--- config.mk ---
export PLATFORM = sky130hd
export DESIGN_NAME = tli_front
export DESIGN_NICKNAME = d
export VERILOG_FILES = /design/src/sv/table_linear_interpolator_macros.svh /design/src/sv/tli_pkg.sv /design/src/sv/tli_front.sv
export SDC_FILE = /design/constraint.sdc
export NUM_CORES = 1
export LEC_CHECK = 0
export BUFFER_PORTS_ARGS = -buffer_cell sky130_fd_sc_hd__buf_4
export CORE_MARGIN = 2
export CORE_UTILIZATION = 30
export CTS_BUF_LIST = sky130_fd_sc_hd__clkbuf_4 sky130_fd_sc_hd__clkbuf_8
export CTS_CLUSTER_SIZE = 14
export DETAILED_ROUTE_END_ITERATION = 10
export GPL_TIMING_DRIVEN = 0
export PLACE_DENSITY = 0.72
export SLEW_MARGIN = 5
export SYNTH_ARGS = -nofsm -noshare
export SYNTH_HDL_FRONTEND = slang
export SYNTH_SLANG_ARGS = --single-unit
--- constraint.sdc ---
create_clock -name i_clk -period 2.5 [get_ports i_clk]
set_input_delay 0.5 -clock i_clk [delete_from_list [all_inputs] [get_ports i_clk]]
set_output_delay 0.5 -clock i_clk [all_outputs]
set_load 0.01 [all_outputs]
--- src/sv/table_linear_interpolator_macros.svh ---
// Assertion macros for the table linear interpolator.
`ifndef TABLE_LINEAR_INTERPOLATOR_MACROS_SVH
`define TABLE_LINEAR_INTERPOLATOR_MACROS_SVH
// Check that an antecedent implies a consequent in the same cycle.
`define TLI_ASSERT_IMP(lbl, clk, rst_n, ante, cons, msg) \
    lbl: assert property (@(posedge clk) disable iff (!rst_n) (ante) |-> (cons)) \
        else $error(msg);
// Check that an antecedent implies a consequent in the next cycle.
`define TLI_ASSERT_NEXT(lbl, clk, rst_n, ante, cons, msg) \
    lbl: assert property (@(posedge clk) disable iff (!rst_n) (ante) |=> (cons)) \
        else $error(msg);
`endif

--- src/sv/tli_pkg.sv ---
// Package: operation and status codes and the front-to-back command type.
`default_nettype none
package tli_pkg;
    localparam logic [1:0] OP_CLEAR  = 2'd0;
    localparam logic [1:0] OP_APPEND = 2'd1;
    localparam logic [1:0] OP_QUERY  = 2'd2;

    localparam logic [1:0] ST_OK    = 2'd0;
    localparam logic [1:0] ST_EMPTY = 2'd1;
    localparam logic [1:0] ST_FULL  = 2'd2;

    // Classified item as handed from front to back.
    typedef struct packed {
        logic        is_query;   // needs the table search
        logic [1:0]  status;     // final status for non-queries
        logic [31:0] key;
    } t_cmd;
endpackage
`default_nettype wire

--- src/sv/tli_front.sv ---
// Front: accepts items, updates the table and the point count, classifies.
`default_nettype none
module tli_front #(
    parameter int TABLE_DEPTH = 64,
    parameter int AW = 6,
    parameter int CW = 7
) (
    input  wire logic         i_clk,
    input  wire logic         i_rst_n,
    input  wire logic         i_valid,
    output logic              o_stall,
    input  wire logic [1:0]   i_operation,
    input  wire logic [31:0]  i_key_in,
    input  wire logic         i_q_full,
    input  wire logic         i_back_busy,
    output logic              o_push,
    output tli_pkg::t_cmd     o_cmd,
    output logic              o_we,
    output logic [AW-1:0]     o_waddr,
    output logic [CW-1:0]     o_count
);
    import tli_pkg::*;

    logic [CW-1:0] r_count;
    logic          acc, full;

    // A table change waits until no queued query can still read the table.
    assign o_stall = i_q_full || ((i_operation == OP_CLEAR || i_operation == OP_APPEND)
                                  && i_back_busy);
    assign acc     = i_valid && !o_stall;
    assign full    = (r_count == CW'(TABLE_DEPTH));

    always_comb begin
        o_cmd.key      = i_key_in;
        o_cmd.is_query = 1'b0;
        o_cmd.status   = ST_OK;
        case (i_operation)
            OP_APPEND: if (full) o_cmd.status = ST_FULL;
            OP_QUERY: begin
                if (r_count == '0) o_cmd.status = ST_EMPTY;
                else               o_cmd.is_query = 1'b1;
            end
            default: ;
        endcase
    end

    assign o_push  = acc;
    assign o_we    = acc && i_operation == OP_APPEND && !full;
    assign o_waddr = r_count[AW-1:0];
    assign o_count = r_count;

    always_ff @(posedge i_clk) begin
        if (!i_rst_n) begin
            r_count <= '0;
        end else if (acc) begin
            if (i_operation == OP_CLEAR) r_count <= '0;
            else if (o_we)               r_count <= r_count + 1'b1;
        end
    end
endmodule
`default_nettype wire

==> impl_metrics.ini <==
[die]
fp.dieW_um = 56.2
die_area_sq_um = 3160
die_h_um = 56.2
io_pins = 90
initial_utilization_pct = 32.4
num_rows = 18
core_sq_um = 2520

[power_and_ir_drop]
powerDensity_nw_per_um2 = 275
peakVddDrop_mv = 0.187
power.total_uw = 369
p_leak_nw = 0.706

[placement]
port_buffers = 57
placed_area_sq_um = 1280
gp_congestion = 0.833
detailed_place_hpwl_um = 1890
placedCellCount = 187

[layout]
n_antenna_cell = 0
drive_gt1_share_pct = 66.5
final_area_sq_um = 1350
nets = 209
largest_reg_flops = 7
fin_cells = 194
syn_to_final_growth_pct = 64.6

[timing]
slew_viol_final = 0
finalHoldViolations = 0
fmax_ghz = 0.402
clock_skew_ns = 0.00561
maxSlewHeadroom_pct = 65.7
fin_crit_sh_pct = 99.6
tightest_slew_ns = 0.508
fin_crit_ns = 2.49
finalSetupViolCount = 0
rsz0062_at_grt = true

[yosys]
syn_nets = 144
yosys_warnings = 0
synth-edff-count = 0
avgSynthCellArea_sq_um = 8.17
synth_cell_types = 25
synth_cells = 100
netlist_area_sq_um = 817
ys_async_sr_fraction_pct = 0
yosysMostFrequentCell = buf_4
yosysTopAreaCell = buf_4
ys_top_cells_by_area = buf_4 (35%), dfxtp_1 (17%), ha_1 (7.7%)
yosys-top-cells-count = buf_4 (38), inv_1 (8), dfxtp_1 (7), ha_1 (5)
synth_flop_cell = dfxtp_1
synth.top_cell.area_share_pct = 34.9
ys_seq_area_share_pct = 17.2
ys_ff_latch = 7

[routing]
wirelength_um = 2270
ant_nets = 0
wire_per_inst_um = 11.7
drc = 0
dr.pass1.iters = 5
first_iter_violations = 18
via_count = 934
avgViaCountPerCell = 4.81

[global_routing]
grtUsageTotal_pct = 14.9
antenna_found_initial = 0
grt_pass1_wl_um = 3730
grt.overflow.total = 0
grt_pass1_vias = 864
grt_max_degree = 11

[setup_path]
cp_max_fo = 3
slowest_stage = or4b_4
path_cells = inv_1 > ha_1 > or3b_4 > or4b_4 > and3_4 > buf_4
cp-end-kind = output pin
path_class = register to output pin
worst-path-buf-inv = 2
crit_family = simple AND/OR/NAND/NOR gates
slowest_delay_ns = 0.51
critPathLaunchType = register
crit_arrival_ns = 1.99
worstPathRequired_ns = 2.00

[cts]
clockRootBuffer = clkbuf_4
clk_pin_slew_ns = 0.05
cts_inserted_buffers = 3
insertion_delay_ns = 0.27
cts_max_path_buffers = 2
cts_tree = done
cts_sinks = 7
h-tree-depth = 1

[outcome]
outcome = complete, no violations

[job]
drv_cap = 0

[min_path]
hold_class = register to register
[final timing paths]
path / startpoint / to / slack (ns) / cells past startpoint
setup / recovery: o_count[0]$_SDFFE_PN0P_ / o_we / 0.01 / 6
hold reg to reg: o_count[1]$_SDFFE_PN0P_ / o_count[1]$_SDFFE_PN0P_ / 0.50 / 2
setup reg to reg: o_count[0]$_SDFFE_PN0P_ / o_count[5]$_SDFFE_PN0P_ / 0.60 / 7
hold / removal: o_count[1]$_SDFFE_PN0P_ / o_count[1]$_SDFFE_PN0P_ / 0.50 / 2
[final cells by class]
type / count / area, sq um
Multi-Input combinational cell: 46 / 355
Fill cell: 231 / 1180
Tap cell: 30 / 37.5
Clock buffer: 4 / 30.0
Inverter: 8 / 30.0
Sequential cell: 7 / 145
Buffer: 39 / 297
Timing Repair Buffer: 60 / 450
[metrics by stage]
step / setup WS (ns) / hold slack (ns) / TNS, ns / util (%)
after floorplan: 0.315 / 0.538 / 0 / -
after global routing: -0.0442 / 0.542 / -0.0442 / 53.3
after detailed placement: 0.169 / 0.530 / 0 / 50.8
final: 0.0101 / 0.502 / 0 / 53.3
after global placement: 0.195 / 0.521 / 0 / 50.8
after CTS: 0.00518 / 0.506 / 0 / 53.3
[what timing repair did]
action	in CTS	in global routing
setup buffers	3	0
endpoints found under the setup margin	2	1
pin swaps	1	0
hold buffers	0	0
resized for setup	4	0
[worst min-delay path: cells and delay by family (launching register included)]
family,cells,cell delay [ns]
flip-flops,1,0.31
AO/OA/AOI/OAI,1,0.08
buffers and inverters,1,0.06
[layout by cell type, fill, tap and decap left out, drive strengths merged]
master	netlist	final
and3	4	4
o21ai	2	2
dfxtp	7	7
a221oi	1	1
nor2b	2	2
ha	5	5
a31oi	2	2
nor4	1	1
or4b	3	3
o31ai	3	3
nor4b	1	1
nor2	4	4
o32ai	1	1
clkbuf	0	4
inv	8	8
nand3	4	4
o311ai	4	4
nand2b	2	2
buf	39	99
or3b	1	1
nand2	3	3
nand4b	1	1
o22ai	2	2
[metal layers]
metal,global-route usage (%),share of wire [%],vias up
met3,5.12,11,7
met2,28.1,54,68
li1,-,-,443
met5,0,0,-
met1,14.4,33,416
met4,6.46,1.9,0
[cell families after synthesis]
logic type / Yosys count / share of synthesized area, %
compound gates: 15 / 13.5
simple gates: 26 / 21.7
buf+inv: 47 / 40.0
fa+ha+maj: 5 / 7.66
flops: 7 / 17.2
[report_power, final]
part           internal, mW  leakage, nW  switching (mW)
clock network        0.0723       0.0184          0.0506
logic                0.0836        0.630          0.0518
registers             0.111       0.0577        0.000153
total                 0.267        0.706           0.102
No activity file was read; power rests on OpenSTA's default activity.
