`src/sv/table_linear_interpolator_macros.svh`:
```
// Assertion macros for the table linear interpolator.
`ifndef TABLE_LINEAR_INTERPOLATOR_MACROS_SVH
`define TABLE_LINEAR_INTERPOLATOR_MACROS_SVH
// Check that an antecedent implies a consequent in the same cycle.
`define TLI_ASSERT_IMP(lbl, clk, rst_n, ante, cons, msg) \
    lbl: assert property (@(posedge clk) disable iff (!rst_n) (ante) |-> (cons)) \
        else $error(msg);
// Check that an antecedent implies a consequent in the next cycle.
`define TLI_ASSERT_NEXT(lbl, clk, rst_n, ante, cons, msg) \
    lbl: assert property (@(posedge clk) disable iff (!rst_n) (ante) |=> (cons)) \
        else $error(msg);
`endif

```
`src/sv/tli_ram.sv`:
```
// Generic single-port-write, single-port-read RAM with registered read data.
`default_nettype none
module tli_ram #(
    parameter int WIDTH = 32,
    parameter int DEPTH = 64
) (
    input  wire logic                     i_clk,
    input  wire logic                     i_we,
    input  wire logic [$clog2(DEPTH)-1:0] i_waddr,
    input  wire logic [WIDTH-1:0]         i_wdata,
    input  wire logic [$clog2(DEPTH)-1:0] i_raddr,
    output logic      [WIDTH-1:0]         o_rdata
);
    logic [WIDTH-1:0] r_mem [DEPTH];

    always_ff @(posedge i_clk) begin
        if (i_we) begin
            r_mem[i_waddr] <= i_wdata;
        end
        o_rdata <= r_mem[i_raddr];
    end
endmodule
`default_nettype wire

```
`config.mk`:
```
export PLATFORM = sky130hd
export DESIGN_NAME = tli_ram
export DESIGN_NICKNAME = d
export VERILOG_FILES = /design/src/sv/table_linear_interpolator_macros.svh /design/src/sv/tli_ram.sv
export SDC_FILE = /design/constraint.sdc
export NUM_CORES = 2
export LEC_CHECK = 0
export ABC_AREA = 0
export CAP_MARGIN = 40
export CELL_PAD_IN_SITES_DETAIL_PLACEMENT = 1
export CELL_PAD_IN_SITES_GLOBAL_PLACEMENT = 2
export CORE_ASPECT_RATIO = 0.8
export CORE_MARGIN = 2
export CORE_UTILIZATION = 52
export CTS_CLUSTER_SIZE = 25
export DETAILED_ROUTE_END_ITERATION = 10
export DONT_BUFFER_PORTS = 1
export GPL_TIMING_DRIVEN = 0
export PLACE_DENSITY_LB_ADDON = 0.1
export SYNTH_ARGS = -nofsm -noshare
export SYNTH_HDL_FRONTEND = slang
export SYNTH_SLANG_ARGS = --single-unit
```
`constraint.sdc`:
```
create_clock -name i_clk -period 5 [get_ports i_clk]
set_input_delay 0.5 -clock i_clk [delete_from_list [all_inputs] [get_ports i_clk]]
set_output_delay 0.5 -clock i_clk [all_outputs]
set_load 0.01 [all_outputs]
```
==> results by stage <==
Critical path:
- The worst flop-to-flop path endpoint is o_rdata[19].
- In this design, the critical path's most frequently occurring cell is buf_2.
- The critical path arrival is roughly 4400 ps.
- The critical-path cell with the highest stage delay is buf_2.
- STA classifies the critical path startpoint as an input port.
- Counting buffers and inverters, the worst setup path is 10 cells deep.
- The cell family contributing the most delay on the critical path is buffers and inverters.
- The longest individual stage delay on the worst path is 500 ps.
- The worst reg2reg path depth is 5.
- The endpoint required time on the critical path is approximately 5700 ps.
- The signal on the critical path passes through buf_2 > buf_2 > buf_2 > clkbuf_1 > buf_6 > mux4_2 > mux2i_1 > a21oi_1 > a21oi_1 > nor2_1.
- The top fanout value on the critical path is 10.
- The number of buffers and inverters on the critical path is 5.
- The reg2reg setup slack is between 2000 and 3000 ps.
- STA classifies the critical path endpoint as a flip-flop.
- The setup path with the least slack is of type in2reg.
- The critical register-to-register path startpoint is r_mem[43][19].

STA:
- Setup repair after global routing left no endpoint under its margin.
- Setup violations remaining at the end of the flow were counted as 0.
- The highest achievable clock rate is approximately 270 MHz.
- The number of hold-slack violations in the final timing report was 0.
- The transition at the pin with the smallest max-transition slack is 980 ps.
- In this run the tightest slew margin relative to its limit is 34.7%.
- The clock period could shrink to approximately 3700 ps.
- The number of pins exceeding their max-slew limit in the final report came to 0.
- For the final routed database, the setup TNS stands at 0 ps.
- The final cycle utilization of the critical path is about 74%.
- On the final layout, the worst clock skew is ~28 ps.

Detailed routing:
- The number of DRC violations after detailed-routing iteration 0 is between 6000 and 7000.
- The overall via count from detail_route is about 40000.
- For this block, the routed nets add up to 253000 um of wire.
- The routed length per placed instance is 42.7 um.
- The count of TritonRoute iterations in the first routing pass is 5.
- The number of vias per cell after detailed routing is between 6 and 7.
- For this run, design rule violations remaining after detail routing come to 0.
- In this run the remaining antenna-violating nets after routing total 0.

Synth:
- The most used flip-flop cell after synthesis is edfxtp_1.
- The number of nets handed over by synthesis was about 3400.
- The post-synthesis instance total is approximately 3300.
- Counting flops with an async set or reset pin after synthesis yields a share of 0%.
- Synthesis inferred 2080 register bits.
- The cell area after technology mapping is a little under 80000 sq um.
- The leading cell type by number of instances after synthesis is edfxtp_1.
- After synthesis, the largest area contributor takes up approximately 78% of total cell area.
- The number of enable-type register cells in the synthesized netlist is between 2000 and 2500.
- The count of different cell masters after synthesis is 34.
- Sorting the synthesized cells by how often they occur yields edfxtp_1 (2048), mux4_2 (544), nor2_1 (137).
- The proportion of synthesized chip area in sequential cells is about four fifths.
- The total of warnings raised by yosys is 0.
- The cell type with the largest total area after synthesis is edfxtp_1.
- Yosys attributes the largest share of cell area to edfxtp_1 (78%), mux4_2 (16%), mux2i_1 (1.2%).
- The post-synthesis average cell area is roughly 24 sq um.

Global route:
- Entering global routing, the biggest net connects 65 pins.
- Global routing finished with a remaining overflow of 0.
- The first global-routing pass estimated ~340000 um of wire.
- The via count of the first global-routing pass is 40300.
- The initial antenna violation count is 11.
- Global routing used between 30% and 40% of the available tracks.

Placement:
- The congestion estimate from routability-driven global placement came to approximately 0.82.
- Port buffering added 0 buffers.
- Detailed placement finished with a half-perimeter wire length of roughly 170000 um.

CTS:
- The cell chosen for the clock root is clkbuf_16.
- The total clock buffers created by CTS is 194.
- The number of sinks handled by clock tree synthesis is roughly 2100.
- The number of hold-repair buffers added at the cts stage is 49.
- TritonCTS built the clock tree.
- The clock edge transition at the registers on the reported setup and hold paths is 60 ps.
- Once the clock tree was built, the resizer swapped 0 gates to a different size.
- The number of buffers inserted by post-CTS setup repair is 0.
- The H-tree was split into 4 levels.
- The maximum buffer depth of the clock tree is 3.
- Clock latency on the worst-skew pair, taken at its later pin, is 860 ps.

Die:
- The initial utilization of the core area, before any placement, comes to a little over half.
- The chip height is about 350 um.
- The core region is around 150000 sq um.
- The total die area is between 150000 and 200000 sq um.
- After floorplanning, the core was divided into 127 placement rows.
- The top-level I/O count is 78.
- The floorplan step set the die width to around 440 um.

Finish:
- The register cell area after layout is roughly 62000 sq um.
- The multi-input gate area in the final layout is 16000 sq um.
- The net count of the finished layout is between 3000 and 4000.
- The filler cell count is 11800.
- From synthesis to final layout, the design area changed by 17.8%.
- The layout cell share with drive strength beyond 1 is a little under a third.

Pwr:
- The overall power consumption is ~36000 uW.
- The total power per unit cell area is a little under 400 nW/um^2.
- For this design the static power due to leakage is between 0.02 and 0.03 uW.
- IR analysis of the VDD net gives a maximum drop of approximately 0.00033 V.

Run status:
- The run finished with clean final reports.

Worst hold path:
- The worst min-delay path category is in2reg.
- The critical hold path startpoint is i_wdata[17].
- The path with the worst hold slack has its endpoint at r_mem[35][17].
- The number of cells on the worst hold path is 1.

Job:
- Max-cap violations in this run came to 0.
[worst max path at each step]
stage / from / endpoint / slack (ps)
after floorplan: i_waddr[3] / r_mem[48][0] / 1340
after global placement: i_waddr[3] / r_mem[49][10] / -3250
after detailed placement: i_raddr[1] / o_rdata[19] / 510
after CTS: i_raddr[1] / o_rdata[19] / 1450
after global routing: i_raddr[1] / o_rdata[1] / 1350
final: i_raddr[1] / o_rdata[19] / 1290
[flip-flops by register name, summed over array words and instances (netlist names)]
| name | count |
|---|---|
| r_mem | 2048 |
| o_rdata | 32 |
[cell type report]
| cell class | count | area share [%] |
|---|---|---|
| multi-input combinational | 1062 | 17.3 |
| tap | 1999 | 2.71 |
| timing repair buffer | 241 | 5.14 |
| buffer | 182 | 0.964 |
| clock inverter | 107 | 1.09 |
| sequential | 2080 | 67.2 |
| antenna | 2 | 0.00541 |
| clock buffer | 256 | 5.62 |
[power breakdown]
| group | total [uW] | internal [uW] | leakage [uW] | switching [uW] |
|---|---|---|---|---|
| clock | 14700 | 8200 | 0.00304 | 6460 |
| combinational | 2110 | 757 | 0.00727 | 1350 |
| sequential | 19400 | 19300 | 0.0187 | 64.8 |
| total | 36100 | 28200 | 0.0290 | 7880 |
[layout by cell type (no fill, tap or decap), types with 27 or more instances in the layout]
cell,synthesis,final
nor2_4,0,62
clkbuf_1,74,123
buf_2,57,57
clkinv_1,0,39
nor2_1,137,75
o221ai_1,27,27
edfxtp_1,2048,2048
clkinv_2,0,35
mux2i_1,93,93
clkbuf_16,0,196
a21oi_1,62,62
o22ai_1,84,84
dfxtp_1,32,32
buf_8,0,33
buf_16,0,87
buf_12,0,64
buf_4,25,35
buf_6,5,34
mux4_2,544,544
[metrics by stage]
step / hold WS (ps) / cells / utilization (%) / worst slack (ps) / instance area [sq um]
after floorplan: 599 / 3324 / - / 1340 / 78500
after global placement: 603 / 5323 / 54.1 / -3250 / 81000
after detailed placement: 602 / 5507 / 56.8 / 514 / 85100
after CTS: 1.05 / 5919 / 61.6 / 1450 / 92300
after global routing: 29.1 / 5928 / 61.7 / 1350 / 92500
final: 19.3 / 5929 / 61.7 / 1290 / 92500
[logic make-up after synthesis]
logic type | count (synthesis) | share of synthesized area (%)
AOI/OAI and AO/OA | 202 | 1.67
buffers and inverters | 182 | 1.13
DFF | 2080 | 79.1
muxes | 637 | 16.8
and+or+nand+nor | 223 | 1.27
[worst reg2reg max path: stages (launching register included)]
cell and delay, ps:
edfxtp_1 360, mux4_2 490, mux2i_1 410, a21oi_1 430
a21oi_1 450, nor2_1 140
[per-layer routing]
layer  routed length (um)  global-route usage (%)  up-vias
met2               115000                    49.7     2826
met1                99600                    49.0    22100
met4                10600                    13.4        4
met5                   24                       0        -
met3                28200                    7.03      472
li1                     -                       -    15200
(Power assumes the default switching activity.)
