[src/sv/table_linear_interpolator_macros.svh]
// Assertion macros for the table linear interpolator.
`ifndef TABLE_LINEAR_INTERPOLATOR_MACROS_SVH
`define TABLE_LINEAR_INTERPOLATOR_MACROS_SVH
// Check that an antecedent implies a consequent in the same cycle.
`define TLI_ASSERT_IMP(lbl, clk, rst_n, ante, cons, msg) \
    lbl: assert property (@(posedge clk) disable iff (!rst_n) (ante) |-> (cons)) \
        else $error(msg);
// Check that an antecedent implies a consequent in the next cycle.
`define TLI_ASSERT_NEXT(lbl, clk, rst_n, ante, cons, msg) \
    lbl: assert property (@(posedge clk) disable iff (!rst_n) (ante) |=> (cons)) \
        else $error(msg);
`endif

[src/sv/tli_pkg.sv]
// Package: operation and status codes and the front-to-back command type.
`default_nettype none
package tli_pkg;
    localparam logic [1:0] OP_CLEAR  = 2'd0;
    localparam logic [1:0] OP_APPEND = 2'd1;
    localparam logic [1:0] OP_QUERY  = 2'd2;

    localparam logic [1:0] ST_OK    = 2'd0;
    localparam logic [1:0] ST_EMPTY = 2'd1;
    localparam logic [1:0] ST_FULL  = 2'd2;

    // Classified item as handed from front to back.
    typedef struct packed {
        logic        is_query;   // needs the table search
        logic [1:0]  status;     // final status for non-queries
        logic [31:0] key;
    } t_cmd;
endpackage
`default_nettype wire

[src/sv/tli_back.sv]
// Back: table search, product, restoring division, saturation, output register.
`default_nettype none
module tli_back #(
    parameter int AW = 6,
    parameter int CW = 7,
    parameter int DATA_WIDTH = 32
) (
    input  wire logic         i_clk,
    input  wire logic         i_rst_n,
    input  wire logic         i_q_valid,
    input  tli_pkg::t_cmd     i_cmd,
    output logic              o_pop,
    output logic              o_busy,
    input  wire logic [CW-1:0] i_count,
    output logic [AW-1:0]     o_raddr,
    input  wire logic [DATA_WIDTH-1:0] i_kdata,
    input  wire logic [DATA_WIDTH-1:0] i_vdata,
    output logic              o_valid,
    input  wire logic         i_stall,
    output logic [31:0]       o_result_value,
    output logic [1:0]        o_status
);
    import tli_pkg::*;
    `include "table_linear_interpolator_macros.svh"

    localparam int DW = DATA_WIDTH;
    localparam int PW = 2 * DW + 2;
    localparam int QCW = $clog2(PW + 1);

    localparam logic [3:0] S_IDLE  = 4'd0;
    localparam logic [3:0] S_RD    = 4'd1;  // issue read
    localparam logic [3:0] S_WAIT  = 4'd2;  // read latency
    localparam logic [3:0] S_CHK   = 4'd3;  // compare with key
    localparam logic [3:0] S_MUL   = 4'd4;
    localparam logic [3:0] S_DIV   = 4'd5;
    localparam logic [3:0] S_FIN   = 4'd6;
    localparam logic [3:0] S_OUT   = 4'd7;

    logic [3:0]  r_st;
    logic [CW-1:0] r_idx;
    logic        r_last_done;
    logic signed [DW-1:0] r_x, r_x1, r_y1, r_x2, r_y2, x_q;
    logic signed [DW:0]   r_res;
    logic        r_neg;
    logic [DW:0] r_mag, r_dx, r_dw;
    logic [PW-1:0] r_prod, r_rem;
    logic [QCW-1:0] r_bit;
    logic [PW-1:0] r_quo;
    logic        r_ovalid;
    logic [31:0] r_oval;
    logic [1:0]  r_ostat;
    logic        out_free;
    logic signed [DW-1:0] kd, vd;
    logic [PW-1:0] rem_sh;
    logic [PW-1:0] prod_w;
    logic signed [DW+1:0] sum;
    logic signed [DW-1:0] maxv, minv;

    assign kd   = i_kdata;
    assign vd   = i_vdata;
    assign x_q  = DW'($signed(i_cmd.key));
    assign out_free = !r_ovalid || !i_stall;
    assign maxv = {1'b0, {(DW-1){1'b1}}};
    assign minv = {1'b1, {(DW-1){1'b0}}};
    assign o_busy = i_q_valid || r_st != S_IDLE;
    assign o_pop  = (r_st == S_OUT) && out_free;
    assign o_raddr = r_idx[AW-1:0];
    assign rem_sh = {r_rem[PW-2:0], r_prod[PW-1]};
    assign prod_w = r_mag * r_dx;
    assign sum = r_neg ? (DW+2)'(r_y1) - (DW+2)'(signed'({1'b0, r_quo[DW:0]}))
                       : (DW+2)'(r_y1) + (DW+2)'(signed'({1'b0, r_quo[DW:0]}));

    always_ff @(posedge i_clk) begin
        if (!i_rst_n) begin
            r_st     <= S_IDLE;
            r_ovalid <= 1'b0;
        end else begin
            // Raise on a finished item, hold while stalled, drop once taken.
            r_ovalid <= o_pop || (r_ovalid && i_stall);
            case (r_st)
                S_IDLE: if (i_q_valid) begin
                    r_res <= '0;
                    if (i_cmd.is_query) begin
                        r_idx       <= '0;
                        r_last_done <= 1'b0;
                        r_st        <= S_RD;
                    end else begin
                        r_st <= S_OUT;
                    end
                end
                S_RD:   r_st <= S_WAIT;
                S_WAIT: r_st <= S_CHK;
                S_CHK: begin
                    // Entry 0: below or equal first key; last entry: at/above last.
                    if (r_idx == '0 && x_q <= kd) begin
                        r_res <= (DW+1)'(vd); r_st <= S_OUT;
                    end else if (r_idx == i_count - 1'b1 && x_q >= kd) begin
                        r_res <= (DW+1)'(vd); r_st <= S_OUT;
                    end else if (r_idx == '0) begin
                        // Hold the first point, then check the last one.
                        r_x1 <= kd; r_y1 <= vd;
                        r_idx <= i_count - 1'b1; r_st <= S_RD;
                    end else if (r_idx == i_count - 1'b1 && !r_last_done) begin
                        // Last checked; start scan from entry one.
                        r_last_done <= 1'b1; r_idx <= CW'(1); r_st <= S_RD;
                    end else if (x_q < kd) begin
                        r_x2 <= kd; r_y2 <= vd; r_st <= S_MUL;
                    end else if (r_idx + 1'b1 >= i_count) begin
                        r_st <= S_OUT;
                    end else begin
                        r_x1 <= kd; r_y1 <= vd;
                        r_idx <= r_idx + 1'b1; r_st <= S_RD;
                    end
                end
                S_MUL: begin
                    r_neg  <= (r_y2 < r_y1);
                    r_mag  <= (r_y2 < r_y1) ? (DW+1)'(r_y1) - (DW+1)'(r_y2)
                                             : (DW+1)'(r_y2) - (DW+1)'(r_y1);
                    r_dx   <= (DW+1)'(x_q) - (DW+1)'(r_x1);
                    r_dw   <= (DW+1)'(r_x2) - (DW+1)'(r_x1);
                    r_st   <= S_FIN;
                end
                S_FIN: begin
                    // Product of two (DW+1)-bit magnitudes; start the divider.
                    r_prod <= prod_w;
                    r_rem  <= '0;
                    r_quo  <= '0;
                    r_bit  <= QCW'(PW);
                    r_st   <= S_DIV;
                end
                S_DIV: begin
                    if (r_bit == '0) begin
                        if (sum > (DW+2)'(maxv))      r_res <= (DW+1)'(maxv);
                        else if (sum < (DW+2)'(minv)) r_res <= (DW+1)'(minv);
                        else                          r_res <= (DW+1)'(sum);
                        r_st <= S_OUT;
                    end else begin
                        r_prod <= {r_prod[PW-2:0], 1'b0};
                        if (rem_sh >= PW'(r_dw)) begin
                            r_rem <= rem_sh - PW'(r_dw);
                            r_quo <= {r_quo[PW-2:0], 1'b1};
                        end else begin
                            r_rem <= rem_sh;
                            r_quo <= {r_quo[PW-2:0], 1'b0};
                        end
                        r_bit <= r_bit - 1'b1;
                    end
                end
                S_OUT: if (out_free) begin
                    r_oval   <= 32'(r_res[DW-1:0]);
                    r_ostat  <= i_cmd.status;
                    r_st     <= S_IDLE;
                end
                default: r_st <= S_IDLE;
            endcase
        end
    end

    assign o_valid        = r_ovalid;
    assign o_result_value = r_oval;
    assign o_status       = r_ostat;

    `TLI_ASSERT_IMP(a_pop_has_item, i_clk, i_rst_n, o_pop, i_q_valid, "pop without queued item")
    `TLI_ASSERT_NEXT(a_out_after_pop, i_clk, i_rst_n, o_pop, o_valid, "pop without result")
    `TLI_ASSERT_IMP(a_busy_state, i_clk, i_rst_n, r_st != S_IDLE, o_busy, "busy flag low while working")
endmodule
`default_nettype wire

[config.mk]
export PLATFORM = sky130hd
export DESIGN_NAME = tli_back
export DESIGN_NICKNAME = d
export VERILOG_FILES = /design/src/sv/tli_pkg.sv /design/src/sv/tli_back.sv
export VERILOG_INCLUDE_DIRS = /design/src /design/src/sv
export SDC_FILE = /design/constraint.sdc
export NUM_CORES = 2
export LEC_CHECK = 0
export BUFFER_PORTS_ARGS = -buffer_cell sky130_fd_sc_hd__buf_2
export CAP_MARGIN = 20
export CORE_ASPECT_RATIO = 0.6
export CORE_MARGIN = 10
export CORE_UTILIZATION = 65
export CTS_BUF_LIST = sky130_fd_sc_hd__clkbuf_8
export DETAILED_ROUTE_END_ITERATION = 10
export GPL_ROUTABILITY_DRIVEN = 0
export PLACE_DENSITY = 0.82
export SETUP_SLACK_MARGIN = 0.1
export SYNTH_ARGS = -nofsm -noshare
export SYNTH_HDL_FRONTEND = slang
export SYNTH_SLANG_ARGS = --single-unit
[constraint.sdc]
create_clock -name i_clk -period 18.8 [get_ports i_clk]
set_clock_uncertainty 0.05 [all_clocks]
set_input_delay 0.94 -clock i_clk [delete_from_list [all_inputs] [get_ports i_clk]]
set_output_delay 0.94 -clock i_clk [all_outputs]
set_load 0.02 [all_outputs]
==> results.sh <==
export IMPL_status="finished, final reports clean"
export IMPL_post_cts_setup_buffer_count=0
export IMPL_cts_inserted_buffers=80
export IMPL_final_period_utilization_pct=52.1
export IMPL_slew_headroom_pct=29.7
export IMPL_synth_fp_nets=8316
export IMPL_hold_path_end="o_result_value[16]"
export IMPL_synthFlopType="edfxtp_1"
export IMPL_ys_seq_elements=477
export IMPL_syn_inst=6738
export IMPL_cap_violations=0
export IMPL_synth_common_cells="inv_1, fa_1, nand2_1"
export IMPL_synth_edf_count=473
export IMPL_async_reset_ff_share_pct=0
export IMPL_num_io_pins=153
export IMPL_path_clk_slew_ns=0.06
export IMPL_port_buffers=152
export IMPL_rows=89
export IMPL_rsz0062_at_grt="no"
export IMPL_die_height_um=264
export IMPL_netlist_top_cells_area="fa_1, edfxtp_1, ha_1"
export IMPL_setup_violations=0
export IMPL_tritoncts="built"
export IMPL_grt_pass1_vias=50400
export IMPL_ctsLongestPathBuffers=3
export IMPL_die_area_sq_mm=0.112
export IMPL_path_class="reg -> reg"
export IMPL_hold_viol_final=0
export IMPL_post_cts_resize_count=0
export IMPL_cp_max_fo=18
export IMPL_seq_area_frac_synth_pct=22.2
export IMPL_drv_slew=0
export IMPL_layout_cells_non_filler=8130
export IMPL_grt_pass1_wl_mm=279
export IMPL_start_util_pct=65.5
export IMPL_vias_per_cell=6.04
export IMPL_yosysWarnings=0
export IMPL_r2r_start="r_mag[19]"
export IMPL_wl_mm=177
export IMPL_ctsHoldBuffers=0
export IMPL_coreArea_sq_mm=0.0983
export IMPL_clock_fmax_ghz=0.102
export IMPL_tns_ns=0
export IMPL_hp_start="r_res[16]"
export IMPL_tightest_slew_ns=1.05
export IMPL_drt_iter0_drc=5688
export IMPL_dr_pass1_iters=9
export IMPL_gr_usage_all_layers_pct=31.4
export IMPL_syn2layout_area_growth_pct=5.25
export IMPL_antenna_found_initial=12
export IMPL_cp_required_ns=19.17
export IMPL_yosys_area_top_type_share_pct=30.0
export IMPL_dp_cells=7974
export IMPL_cts_root_buf="clkbuf_8"
export IMPL_drc=0
export IMPL_layout_min_cycle_time_ns=9.80
export IMPL_arrival_ns=10.17
export IMPL_end_kind="flop"
export IMPL_layout_drive_gt1_share_pct=5.81
export IMPL_clk_latency_ns=0.74
export IMPL_wire_per_inst_um=21.7
export IMPL_die_x_um=426
export IMPL_htree_levels=3
export IMPL_rr_endpoint="r_prod[64]"
export IMPL_grt_max_degree=172
export IMPL_cts_num_sinks=477
export IMPL_startpoint_type="flop"
export IMPL_hold_class="reg -> reg"
export IMPL_reg2regPathDepth=25
export IMPL_yosys_area_top_type="fa_1"
export IMPL_avgSynthCellArea_sq_um=9.56
export IMPL_holdPathStages=0
export IMPL_ant_nets=0
export IMPL_grt_overflow_total=0
export IMPL_dpl_hpwl_mm=133
export IMPL_fin_nets=8317
export IMPL_reg2reg_slack_ns=9.00
export IMPL_num_vias=49100
export IMPL_syn_area_sq_mm=0.0644
export IMPL_synth_most_common_cell="inv_1"
export IMPL_synth_cell_types=87
worst max-delay path, stage by stage, from the launching register on:
cell and delay, ns:
edfxtp_1 0.84, buf_4 0.46, and2_1 0.21, fa_1 0.44
fa_1 0.51, inv_1 0.05, fa_1 0.45, fa_1 0.51
inv_1 0.05, fa_1 0.56, fa_1 0.44, fa_1 0.53
fa_1 0.43, ha_1 0.41, a21o_1 0.24, a211oi_1 0.44
nand4_1 0.13, o21ai_0 0.19, a41o_1 0.33, o311ai_1 0.31
a2111oi_2 0.79, o31a_1 0.28, o21ai_0 0.17, a221oi_1 0.41
xor2_1 0.17, o21ai_0 0.08
flip-flops by register name, summed over array words and instances, names as in the netlist:
name and cells:
o_result_value 32, r_quo 33, r_y2 32, r_rem 65, r_dw 33, r_res 32, r_x2 32, r_y1 32
r_idx 7, r_neg 1, o_status 2, o_valid 1, r_st 3, r_x1 32, r_dx 33, r_mag 33
r_bit 7, r_last_done 1, r_prod 66
logic make-up after synthesis:
| group | Yosys count | synth area share, % |
|---|---|---|
| XOR/XNOR | 264 | 3.59 |
| adder cells (fa/ha/maj) | 1468 | 39.8 |
| buffers and inverters | 1597 | 9.43 |
| multiplexers | 24 | 0.381 |
| AO/OA/AOI/OAI | 932 | 9.38 |
| AND/OR/NAND/NOR | 1976 | 15.3 |
| flip-flops | 477 | 22.2 |
layout by cell type (no fill, tap or decap), drive strengths merged, types with 9 or more instances in the layout:
cell type / n
a31oi: 24
a221o: 34
xor2: 105
a221oi: 10
nor3: 48
nor2: 273
mux2i: 20
buf: 236
clkbuf: 81
nand2b: 45
nand2: 740
or4: 14
fa: 964
ha: 504
o31ai: 24
nor2b: 46
xnor2: 159
a21boi: 14
a21o: 156
o211ai: 21
and3: 24
a21oi: 303
nand4: 44
nor4: 14
clkinv: 36
inv: 1302
o21bai: 22
and2: 593
a211oi: 21
a31o: 11
or3: 29
or2: 14
o31a: 10
o21a: 40
diode: 9
o21ai: 172
nand3: 60
edfxtp: 473
metrics by stage:
step / setup slack (ns) / utilization (%) / cell area (sq um) / hold slack [ns]
4_1_cts: 9.31 / 68.9 / 67700 / 0.304
5_1_grt: 8.63 / 68.9 / 67800 / 0.330
3_5_place_dp: 9.36 / 67.3 / 66200 / 0.355
3_3_place_gp: 9.53 / 67.3 / 66200 / 0.354
6_report: 9.00 / 68.9 / 67800 / 0.341
2_1_floorplan: 5.72 / - / 64400 / 0.350
how the worst max path moves through the flow:
stage / start / endpoint / slack (ns) / cells after the start
after global placement: r_dx[4] / r_prod[60] / 9.53 / 31
after detailed placement: r_dx[4] / r_prod[64] / 9.36 / 31
after global routing: r_dx[4] / r_prod[64] / 8.63 / 31
after CTS: r_dx[4] / r_prod[64] / 9.31 / 31
after floorplan: i_kdata[5] / r_x1[0] / 5.72 / 11
final: r_mag[19] / r_prod[64] / 9.00 / 25
routing by layer:
| metal | share of wire (%) | vias to the layer above | global-route usage, % |
|---|---|---|---|
| met4 | 3.3 | 8 | 9.23 |
| met3 | 15 | 435 | 12.9 |
| met5 | 0.058 | - | 0 |
| met2 | 41 | 3084 | 44.0 |
| met1 | 40 | 24200 | 44.4 |
| li1 | - | 21400 | - |
layout make-up:
cell class / instances / area (sq um)
Sequential cell: 477 / 14300
Tap cell: 1319 / 1650
Inverter: 1280 / 4800
Antenna cell: 9 / 22.5
Multi-Input combinational cell: 4664 / 44100
Timing Repair Buffer: 236 / 1410
Clock buffer: 81 / 1110
Fill cell: 7318 / 30600
Clock inverter: 64 / 405
Power is not shown: default switching activity piles up to over one toggle a cycle in this logic, so the estimate is an artifact.
