$ cat src/sv/table_linear_interpolator_macros.svh
// Assertion macros for the table linear interpolator.
`ifndef TABLE_LINEAR_INTERPOLATOR_MACROS_SVH
`define TABLE_LINEAR_INTERPOLATOR_MACROS_SVH
// Check that an antecedent implies a consequent in the same cycle.
`define TLI_ASSERT_IMP(lbl, clk, rst_n, ante, cons, msg) \
    lbl: assert property (@(posedge clk) disable iff (!rst_n) (ante) |-> (cons)) \
        else $error(msg);
// Check that an antecedent implies a consequent in the next cycle.
`define TLI_ASSERT_NEXT(lbl, clk, rst_n, ante, cons, msg) \
    lbl: assert property (@(posedge clk) disable iff (!rst_n) (ante) |=> (cons)) \
        else $error(msg);
`endif

$ cat src/sv/tli_pkg.sv
// Package: operation and status codes and the front-to-back command type.
`default_nettype none
package tli_pkg;
    localparam logic [1:0] OP_CLEAR  = 2'd0;
    localparam logic [1:0] OP_APPEND = 2'd1;
    localparam logic [1:0] OP_QUERY  = 2'd2;

    localparam logic [1:0] ST_OK    = 2'd0;
    localparam logic [1:0] ST_EMPTY = 2'd1;
    localparam logic [1:0] ST_FULL  = 2'd2;

    // Classified item as handed from front to back.
    typedef struct packed {
        logic        is_query;   // needs the table search
        logic [1:0]  status;     // final status for non-queries
        logic [31:0] key;
    } t_cmd;
endpackage
`default_nettype wire

$ cat src/sv/tli_fifo.sv
// Two-entry command queue between the front and the back.
`default_nettype none
module tli_fifo (
    input  wire logic         i_clk,
    input  wire logic         i_rst_n,
    input  wire logic         i_push,
    input  tli_pkg::t_cmd     i_cmd,
    output logic              o_full,
    input  wire logic         i_pop,
    output logic              o_valid,
    output tli_pkg::t_cmd     o_cmd
);
    import tli_pkg::*;
    `include "table_linear_interpolator_macros.svh"

    t_cmd       r_slot [2];
    logic       r_wp, r_rp;
    logic [1:0] r_cnt;

    always_ff @(posedge i_clk) begin
        if (!i_rst_n) begin
            r_wp  <= 1'b0;
            r_rp  <= 1'b0;
            r_cnt <= 2'd0;
        end else begin
            if (i_push) r_wp <= ~r_wp;
            if (i_pop)  r_rp <= ~r_rp;
            r_cnt <= r_cnt + {1'b0, i_push} - {1'b0, i_pop};
        end
        if (i_push) r_slot[r_wp] <= i_cmd;
    end

    assign o_full  = r_cnt[1];
    assign o_valid = (r_cnt != 2'd0);
    assign o_cmd   = r_slot[r_rp];

    `TLI_ASSERT_IMP(a_no_overflow, i_clk, i_rst_n, i_push, !o_full || i_pop, "push to full queue")
    `TLI_ASSERT_IMP(a_no_underflow, i_clk, i_rst_n, i_pop, o_valid, "pop from empty queue")
    `TLI_ASSERT_IMP(a_cnt_range, i_clk, i_rst_n, 1'b1, r_cnt != 2'd3, "queue count out of range")
endmodule
`default_nettype wire

$ cat config.mk
export PLATFORM = sky130hd
export DESIGN_NAME = tli_fifo
export DESIGN_NICKNAME = d
export VERILOG_FILES = /design/src/sv/tli_pkg.sv /design/src/sv/tli_fifo.sv
export VERILOG_INCLUDE_DIRS = /design/src /design/src/sv
export SDC_FILE = /design/constraint.sdc
export NUM_CORES = 1
export LEC_CHECK = 0
export BUFFER_PORTS_ARGS = -buffer_cell sky130_fd_sc_hd__buf_2
export CAP_MARGIN = 10
export CORE_MARGIN = 3
export CORE_UTILIZATION = 47
export CTS_CLUSTER_DIAMETER = 150
export DETAILED_ROUTE_END_ITERATION = 16
export GPL_TIMING_DRIVEN = 0
export PLACE_DENSITY = 0.75
export SYNTH_ARGS = -nofsm -noshare
export SYNTH_HDL_FRONTEND = slang
export SYNTH_SLANG_ARGS = --single-unit
$ cat constraint.sdc
create_clock -name i_clk -period 2.4 [get_ports i_clk]
set_clock_uncertainty 0.2 [all_clocks]
set_input_delay 0.36 -clock i_clk [delete_from_list [all_inputs] [get_ports i_clk]]
set_output_delay 0.36 -clock i_clk [all_outputs]
set_load 0.02 [all_outputs]
==> impl_metrics.toml, run 1 <==
[logic_synthesis]
synth_async_sr_flop_share = 0
synthCells = 129
syn_avg_cell_area_sq_um = 22.5
synth_common_cells = "edfxtp_1 (70), mux2_4 (30), dfxtp_1 (5), mux2_2 (5), and2_1 (4)"
synthDistinctLibCells = 14
synth_area_leader_cell = "edfxtp_1"
syn_nets = 170
synth-seq-cells = 75
yosysSeqAreaShare = 0.759
yosysMostFrequentCell = "edfxtp_1"
synth_edf_count = 70
yosysTopAreaCellShare = 0.724
yosys_warnings = 0
syn_area_sq_mm = 0.00290
synth_area_leaders = "edfxtp_1 (72%), mux2_4 (16%), dfxtp_1 (3.4%)"
ys.flop_type = "edfxtp_1"

[floorplan]
fp.dieArea_sq_mm = 0.00715
rows = 27
initial_core_util = 0.505
num_io_pins = 76
die_width_um = 84.6
core_region_area_sq_mm = 0.00574
die_h_um = 84.6

[worst_setup_path]
ff2ff_setup_slack_ns = 0.69
path_class = "reg -> out"
cp_slowest_cell = "dfxtp_1"
critPathLaunchType = "register"
cp-end-kind = "primary output"
slowest_delay_ns = 0.32
required_ns = 1.84
crit_chain = "buf_6 -> buf_12 -> mux2_4 -> buf_2"
cp.arrival_ns = 1.43
crit_fanout = 10
critPathBufInv = 3
cp_top_family = "buffers and inverters"

[route]
avgViaCountPerCell = 4.70
ant_nets = 0
route.detailed.drc = 0
totalWireLength_um = 4510
dr.pass1.iters = 3
avgRoutedWirePerCell_um = 15.1
vias = 1404
drt_iter0_drc = 68

[clocking]
clockRootBuffer = "clkbuf_8"
clock_sinks = 75
clkLatencyLatePin_ns = 0.32
cts_tree = "done"
cts_inserted_buffers = 9
clockBufferDepth = 2
htreeDepth = 3
clk_pin_slew_ns = 0.08
post_cts_buffers = 0

[sta]
hold_violations = 0
clock.fmax_mhz = 502
finalCritPeriodShare = 0.830
finalMaxSlewViolations = 0
tightest_slew_ns = 0.869
min_period_ns = 1.99
setup_viol = 0
rsz0062_at_grt = "false"
slew_headroom = 0.421

[placed_design]
io_buffers = 75
gp_congestion = 0.659
placed_area_sq_mm = 0.00340
dp_hpwl_um = 3140

[global_routing]
grt_use_total = 0.134
grt_first_pass_wirelength_um = 7210
grt_max_degree = 36
antenna_found_initial = 0
gr-total-overflow = 0
grt_pass1_vias = 1483

[power]
seq_power_share = 0.516
p_int_mw = 2.31
p_clk_frac = 0.333
p_comb_frac = 0.151
swShare = 0.221
ir_worst_vdd_mv = 0.502
cellPowerDensity_mw_per_mm2 = 808
p_switching_mw = 0.656
leakage_nw = 1.48

[finish]
drive_gt1_frac = 0.577
final_util = 0.639
antenna_cells = 0
fin_area_sq_mm = 0.00367
area_growth_pct = 26.5
final_nets = 263

[job]
drv_cap = 0

[worst_hold_path]
hold_path.class = "in -> reg"

[run_status]
status = "complete, no violations"
-- final timing paths --
path         startpoint             to  cells after the start
min reg2reg        r_rp       register                      2
max            register      o_cmd[15]                      4
min            i_cmd[3]   r_slot[0][3]                      1
max reg2reg        r_wp  r_slot[1][29]                      1
-- area by class of cell --
| class | count | area, sq um |
|---|---|---|
| timing repair buffer | 82 | 463 |
| clock inverter | 6 | 80.1 |
| sequential | 75 | 2200 |
| inverter | 2 | 7.51 |
| tap | 72 | 90.1 |
| buffer | 4 | 71.3 |
| fill | 446 | 2070 |
| clock buffer | 10 | 128 |
| multi-input combinational | 48 | 629 |
-- cell families (layout without fill, tap and decap cells) --
family / after synthesis / in the layout / share of synthesized area
compound gates: 1 / 1 / 0.00259
mux: 35 / 35 / 0.175
fa+ha+maj: 2 / 2 / 0.00862
xor+xnor: 2 / 2 / 0.0108
flops: 75 / 75 / 0.759
buf+inv: 6 / 104 / 0.0272
simple gates: 8 / 8 / 0.0172
-- routing by layer --
layer | GRT usage | up-vias | part of all wire
met5 | 0 | - | 0
met4 | 0.0691 | 0 | 0.018
met3 | 0.0343 | 7 | 0.056
met2 | 0.234 | 44 | 0.54
met1 | 0.152 | 665 | 0.39
li1 | - | 688 | -
-- registers in the layout, indices dropped and copies added (netlist names), named ones only --
name    cells
r_cnt       2
r_rp        1
r_slot     70
r_wp        1
-- repair_timing --
action                    CTS  global route
gates resized for setup     0             0
hold buffers                0             6
hold endpoints to repair    0            10
-- power by group through the flow --
stage / Combinational (mW) / Sequential, mW / Clock, mW
final: 0.448 / 1.53 / 0.987
after CTS: 0.451 / 1.53 / 1.02
after floorplan: 0.302 / 1.56 / 0
after global placement: 0.432 / 1.56 / 0
after global routing: 0.483 / 1.54 / 1.09
after detailed placement: 0.449 / 1.56 / 0
-- stage by stage --
step	TNS (ns)	setup WS [ns]	std cells	hold WS (ns)	total power, mW
6_report	0	0.408	299	0.0235	2.97
3_5_place_dp	0	0.575	277	0.351	2.01
4_1_cts	0	0.367	293	0.00404	3.00
5_1_grt	0	0.323	299	0.00113	3.11
3_3_place_gp	-4.63	-0.133	276	0.348	1.99
2_1_floorplan	0	0.464	129	0.259	1.86
-- cells in the final DEF, fill, tap and decap left out, types with 3 or more instances in the layout --
cell            n
dlygate4sd3_1   6
clkbuf_8        9
buf_12          3
dfxtp_1         5
and2_1          3
buf_2          75
mux2_2          5
edfxtp_1       70
mux2_4         30
(Power assumes the default switching activity.)
==> run 2, diff against run 1 <==
Settings changed: CORE_UTILIZATION 47 to 50, PLACE_DENSITY 0.75 to 0.76.
Clock period 2.4 ns to 2 ns, I/O delays scaled along.
==> impl_metrics.toml, run 2 (same netlist as run 1, synthesis figures left out) <==
[placed_design]
gp_congestion = 0.660
io_buffers = 75
placed_area_sq_mm = 0.00340
dp_hpwl_um = 3050

[power]
swShare = 0.206
p_int_mw = 3.08
ir_worst_vdd_mv = 0.601
finalPower_mw = 3.88
cellPowerDensity_mw_per_mm2 = 962
p_clk_frac = 0.373
p_switching_mw = 0.799
leakage_nw = 1.64
seq_power_share = 0.474
p_comb_frac = 0.152

[finish]
drive_gt1_frac = 0.523
area_growth_pct = 38.9
final_nets = 294
top_register = "r_slot"
largest_reg_flops = 70
final_cell_mix = "buf_2 (74), edfxtp_1 (70), dlygate4sd3_1 (35), mux2_4 (30), clkbuf_8 (9)"
antenna_cells = 0
reg_top3 = "r_slot x70, r_cnt x2"
final_common_cell = "buf_2"
fin_area_sq_mm = 0.00403

[worst_setup_path]
cp_top_family = "buffers and inverters"
path_class = "reg -> out"
crit_fanout = 10
cp-end-kind = "primary output"
crit_chain = "buf_6 -> buf_12 -> mux2_4 -> buf_4"
critPathBufInv = 3
slowest_delay_ns = 0.32
cp.arrival_ns = 1.43
required_ns = 1.50
cp_slowest_cell = "dfxtp_2"
critPathLaunchType = "register"

[floorplan]
die_h_um = 82.2
core_region_area_sq_mm = 0.00557
die_width_um = 82.2
num_io_pins = 76
fp.dieArea_sq_mm = 0.00675
rows = 27
initial_core_util = 0.521

[clocking]
clock_sinks = 75
cts_inserted_buffers = 9
clockBufferDepth = 2
cts_tree = "done"
clockRootBuffer = "clkbuf_8"
htreeDepth = 3
clk_pin_slew_ns = 0.07
clkLatencyLatePin_ns = 0.33

[sta]
whs_ns = 0.0286
finalCritPeriodShare = 0.964
rsz0062_at_grt = "false"
finalSetupTns_ns = 0
hold_violations = 0
min_period_ns = 1.93
slew_headroom = 0.432
setup_viol = 0
finalMaxSlewViolations = 0
clock.fmax_mhz = 519
tightest_slew_ns = 0.851

[job]
drv_cap = 0

[global_routing]
grt_first_pass_wirelength_um = 7330
antenna_found_initial = 0
grt_max_degree = 36
gr-total-overflow = 0
grt_pass1_vias = 1646
grt_use_total = 0.153

[route]
avgViaCountPerCell = 4.61
drt_iter0_drc = 75
avgRoutedWirePerCell_um = 14.5
route.detailed.drc = 0
ant_nets = 0
vias = 1522
totalWireLength_um = 4800
dr.pass1.iters = 4

[run_status]
status = "complete, no violations"

[worst_hold_path]
hold_path.class = "in -> reg"
run 2: cell count changes in the layout (fill, tap and decap cells not counted), sizes merged:
cell | previous run | this run
bufinv | 2 | 4
clkinv | 3 | 1
dlygate4sd3 | 6 | 35
buf | 80 | 82
clkinvlp | 1 | 0
clkbuf | 10 | 11
run 2: worst paths after layout:
path,start,slack [ns],cells after the start,endpoint
worst min-delay path,i_rst_n,0.03,2,r_wp
worst max register to register,r_wp,0.28,1,r_slot[1][15]
worst max-delay path,register,0.07,4,o_cmd[12]
worst min register to register,r_rp,0.39,2,register
run 2: layer usage:
metal / vias to the layer above / routed length, um / GRT usage
li1: 746 / - / -
met2: 48 / 2670 / 0.273
met1: 719 / 1760 / 0.160
met4: 0 / 93 / 0.0997
met5: - / 0 / 0
met3: 9 / 271 / 0.0380
run 2: cell type report:
cell class	instances	area, sq um
Sequential cell	75	2200
Multi-Input combinational cell	48	629
Buffer	4	71.3
Inverter	2	7.51
Clock buffer	11	131
Fill cell	364	1550
Tap cell	72	90.1
Clock inverter	5	125
Timing Repair Buffer	113	771
run 2: power groups by stage:
stage                     logic, mW  clock network (mW)  registers [mW]
after floorplan               0.362                   0            1.87
after global placement        0.515                   0            1.87
after detailed placement      0.535                   0            1.88
after CTS                     0.590                1.48            1.84
after global routing          0.636                1.55            1.85
final                         0.591                1.45            1.84
run 2: stage by stage:
step,std cells,util,worst slack (ns)
2_1_floorplan,129,-,0.124
3_3_place_gp,276,0.604,-0.483
3_5_place_dp,277,0.611,0.243
4_1_cts,328,0.719,0.0328
5_1_grt,330,0.723,0.00501
6_report,330,0.723,0.0719
run 2: what timing repair did:
action                     in CTS  in global routing
setup buffers                   0                  2
hold buffers                   35                  0
hold endpoints to repair       70                  0
resized for setup               0                  2
setup endpoints to repair       0                 23
==> run 3, diff against run 2 <==
Settings changed: BUFFER_PORTS_ARGS -buffer_cell sky130_fd_sc_hd__buf_2 to -buffer_cell sky130_fd_sc_hd__buf_4.
==> impl_metrics.toml, run 3 (same netlist as run 1, synthesis figures left out) <==
[run_status]
status = "complete, no violations"

[floorplan]
fp.dieArea_sq_mm = 0.00675
die_h_um = 82.2
core_region_area_sq_mm = 0.00557
rows = 27
initial_core_util = 0.521
num_io_pins = 76
die_width_um = 82.2

[sta]
finalCritPeriodShare = 0.969
clock.fmax_mhz = 516
hold_violations = 0
min_period_ns = 1.94
finalMaxSlewViolations = 0
tightest_slew_ns = 0.823
worst_slack_ns = 0.0622
rsz0062_at_grt = "false"
setup_viol = 0
slew_headroom = 0.451

[power]
finalPower_mw = 3.43
leakage_nw = 1.65
cellPowerDensity_mw_per_mm2 = 836
ir_worst_vdd_mv = 0.552

[clocking]
htreeDepth = 3
cts_inserted_buffers = 9
clk_pin_slew_ns = 0.07
clockRootBuffer = "clkbuf_8"
clockBufferDepth = 2
cts_tree = "done"
post_cts_buffers = 0
clkLatencyLatePin_ns = 0.34
clock_sinks = 75

[finish]
fill_cells = 345
multiInputGateArea_sq_um = 629
top_register = "r_slot"
reg_top3 = "r_slot x70, r_cnt x2"
largest_reg_flops = 70
final_nets = 293
seqCellArea_sq_mm = 0.00220
final_util = 0.736
drive_gt1_frac = 0.508
final_common_cell = "buf_4"
area_growth_pct = 41.4
final_cell_mix = "buf_4 (75), edfxtp_1 (70), dlygate4sd3_1 (36), mux2_4 (30), clkbuf_8 (9)"
antenna_cells = 0

[route]
drt_iter0_drc = 70
dr.pass1.iters = 4
route.detailed.drc = 0
vias = 1532
avgViaCountPerCell = 4.67
totalWireLength_um = 4890
avgRoutedWirePerCell_um = 14.9
ant_nets = 0

[worst_setup_path]
r2r-end = "r_slot[1][29]"
timing.rr.start = "r_wp"
required_ns = 1.50
path_class = "reg -> out"
cp.arrival_ns = 1.44
ff2ff_setup_slack_ns = 0.31
crit_fanout = 10
cp-end-kind = "primary output"
critPathLaunchType = "register"
rr_worst_depth = 1

[worst_hold_path]
holdPathEnd = "r_wp"
min_from = "i_push"
hold_path.class = "in -> reg"
whs_path_depth = 3

[placed_design]
place_ws_ns = 0.265
dp_hpwl_um = 3160
gp_congestion = 0.583
io_buffers = 75

[global_routing]
antenna_found_initial = 0
grt_max_degree = 36
grt_pass1_vias = 1614
gr-total-overflow = 0
grt_first_pass_wirelength_um = 7660
grt_use_total = 0.161

[job]
drv_cap = 0
run 3: cell count changes in the layout (fill, tap and decap cells not counted):
cell,previous run,this run
dfxtp_2,1,0
bufinv_16,4,0
clkinv_1,0,1
buf_4,3,75
dfxtp_1,4,5
clkinv_2,1,3
dlygate4sd3_1,35,36
buf_2,74,0
run 3: metrics by stage:
stage	setup TNS, ns	cells	hold slack (ns)	instance area [sq um]
floorplan	0	129	0.199	2900
global placement	-21.54	276	0.285	3560
detailed placement	0	277	0.287	3590
CTS	0	328	0.0933	4100
global route	0	328	0.111	4100
finish	0	328	0.106	4100
run 3: where the power goes:
part / internal (mW) / switching, mW / leakage (nW)
Combinational: 0.374 / 0.286 / 0.871
Sequential: 1.81 / 0.0274 / 0.699
Clock: 0.433 / 0.497 / 0.0804
run 3: repair_timing:
| action | in CTS | in global routing |
|---|---|---|
| endpoints found under the hold margin | 73 | 0 |
| resized for setup | 0 | 0 |
| hold buffers | 36 | 0 |
run 3: how the worst max path moves through the flow:
stage	from	endpoint	slack, ns	cells after the start
after floorplan	i_push	r_slot[0][0]	0.12	1
after global placement	i_push	r_slot[0][17]	-0.39	2
after detailed placement	i_push	r_slot[1][23]	0.26	2
after CTS	register	o_cmd[11]	0.03	4
after global routing	register	o_cmd[11]	0.0005	4
final	register	o_cmd[11]	0.06	4
run 3: area by class of cell:
type,count,share of cell area
multi-input cells,48,0.153
flip-flops and latches,75,0.537
plain buffers,4,0.0174
repair buffers,112,0.232
inverters,2,0.00183
well taps,72,0.0220
clock inverters,4,0.00458
clock buffers,11,0.0320
run 3: worst max-delay path, stage by stage, from the launching register on:
cell     delay [ns]
dfxtp_1        0.32
buf_6          0.16
buf_12         0.16
mux2_4         0.30
buf_4          0.16
run 3: metal layers:
| metal | vias up | track usage | share of wire |
|---|---|---|---|
| met3 | 12 | 0.0304 | 0.051 |
| met5 | - | 0 | 0 |
| li1 | 742 | - | - |
| met4 | 0 | 0.0997 | 0.027 |
| met2 | 51 | 0.263 | 0.51 |
| met1 | 727 | 0.197 | 0.41 |
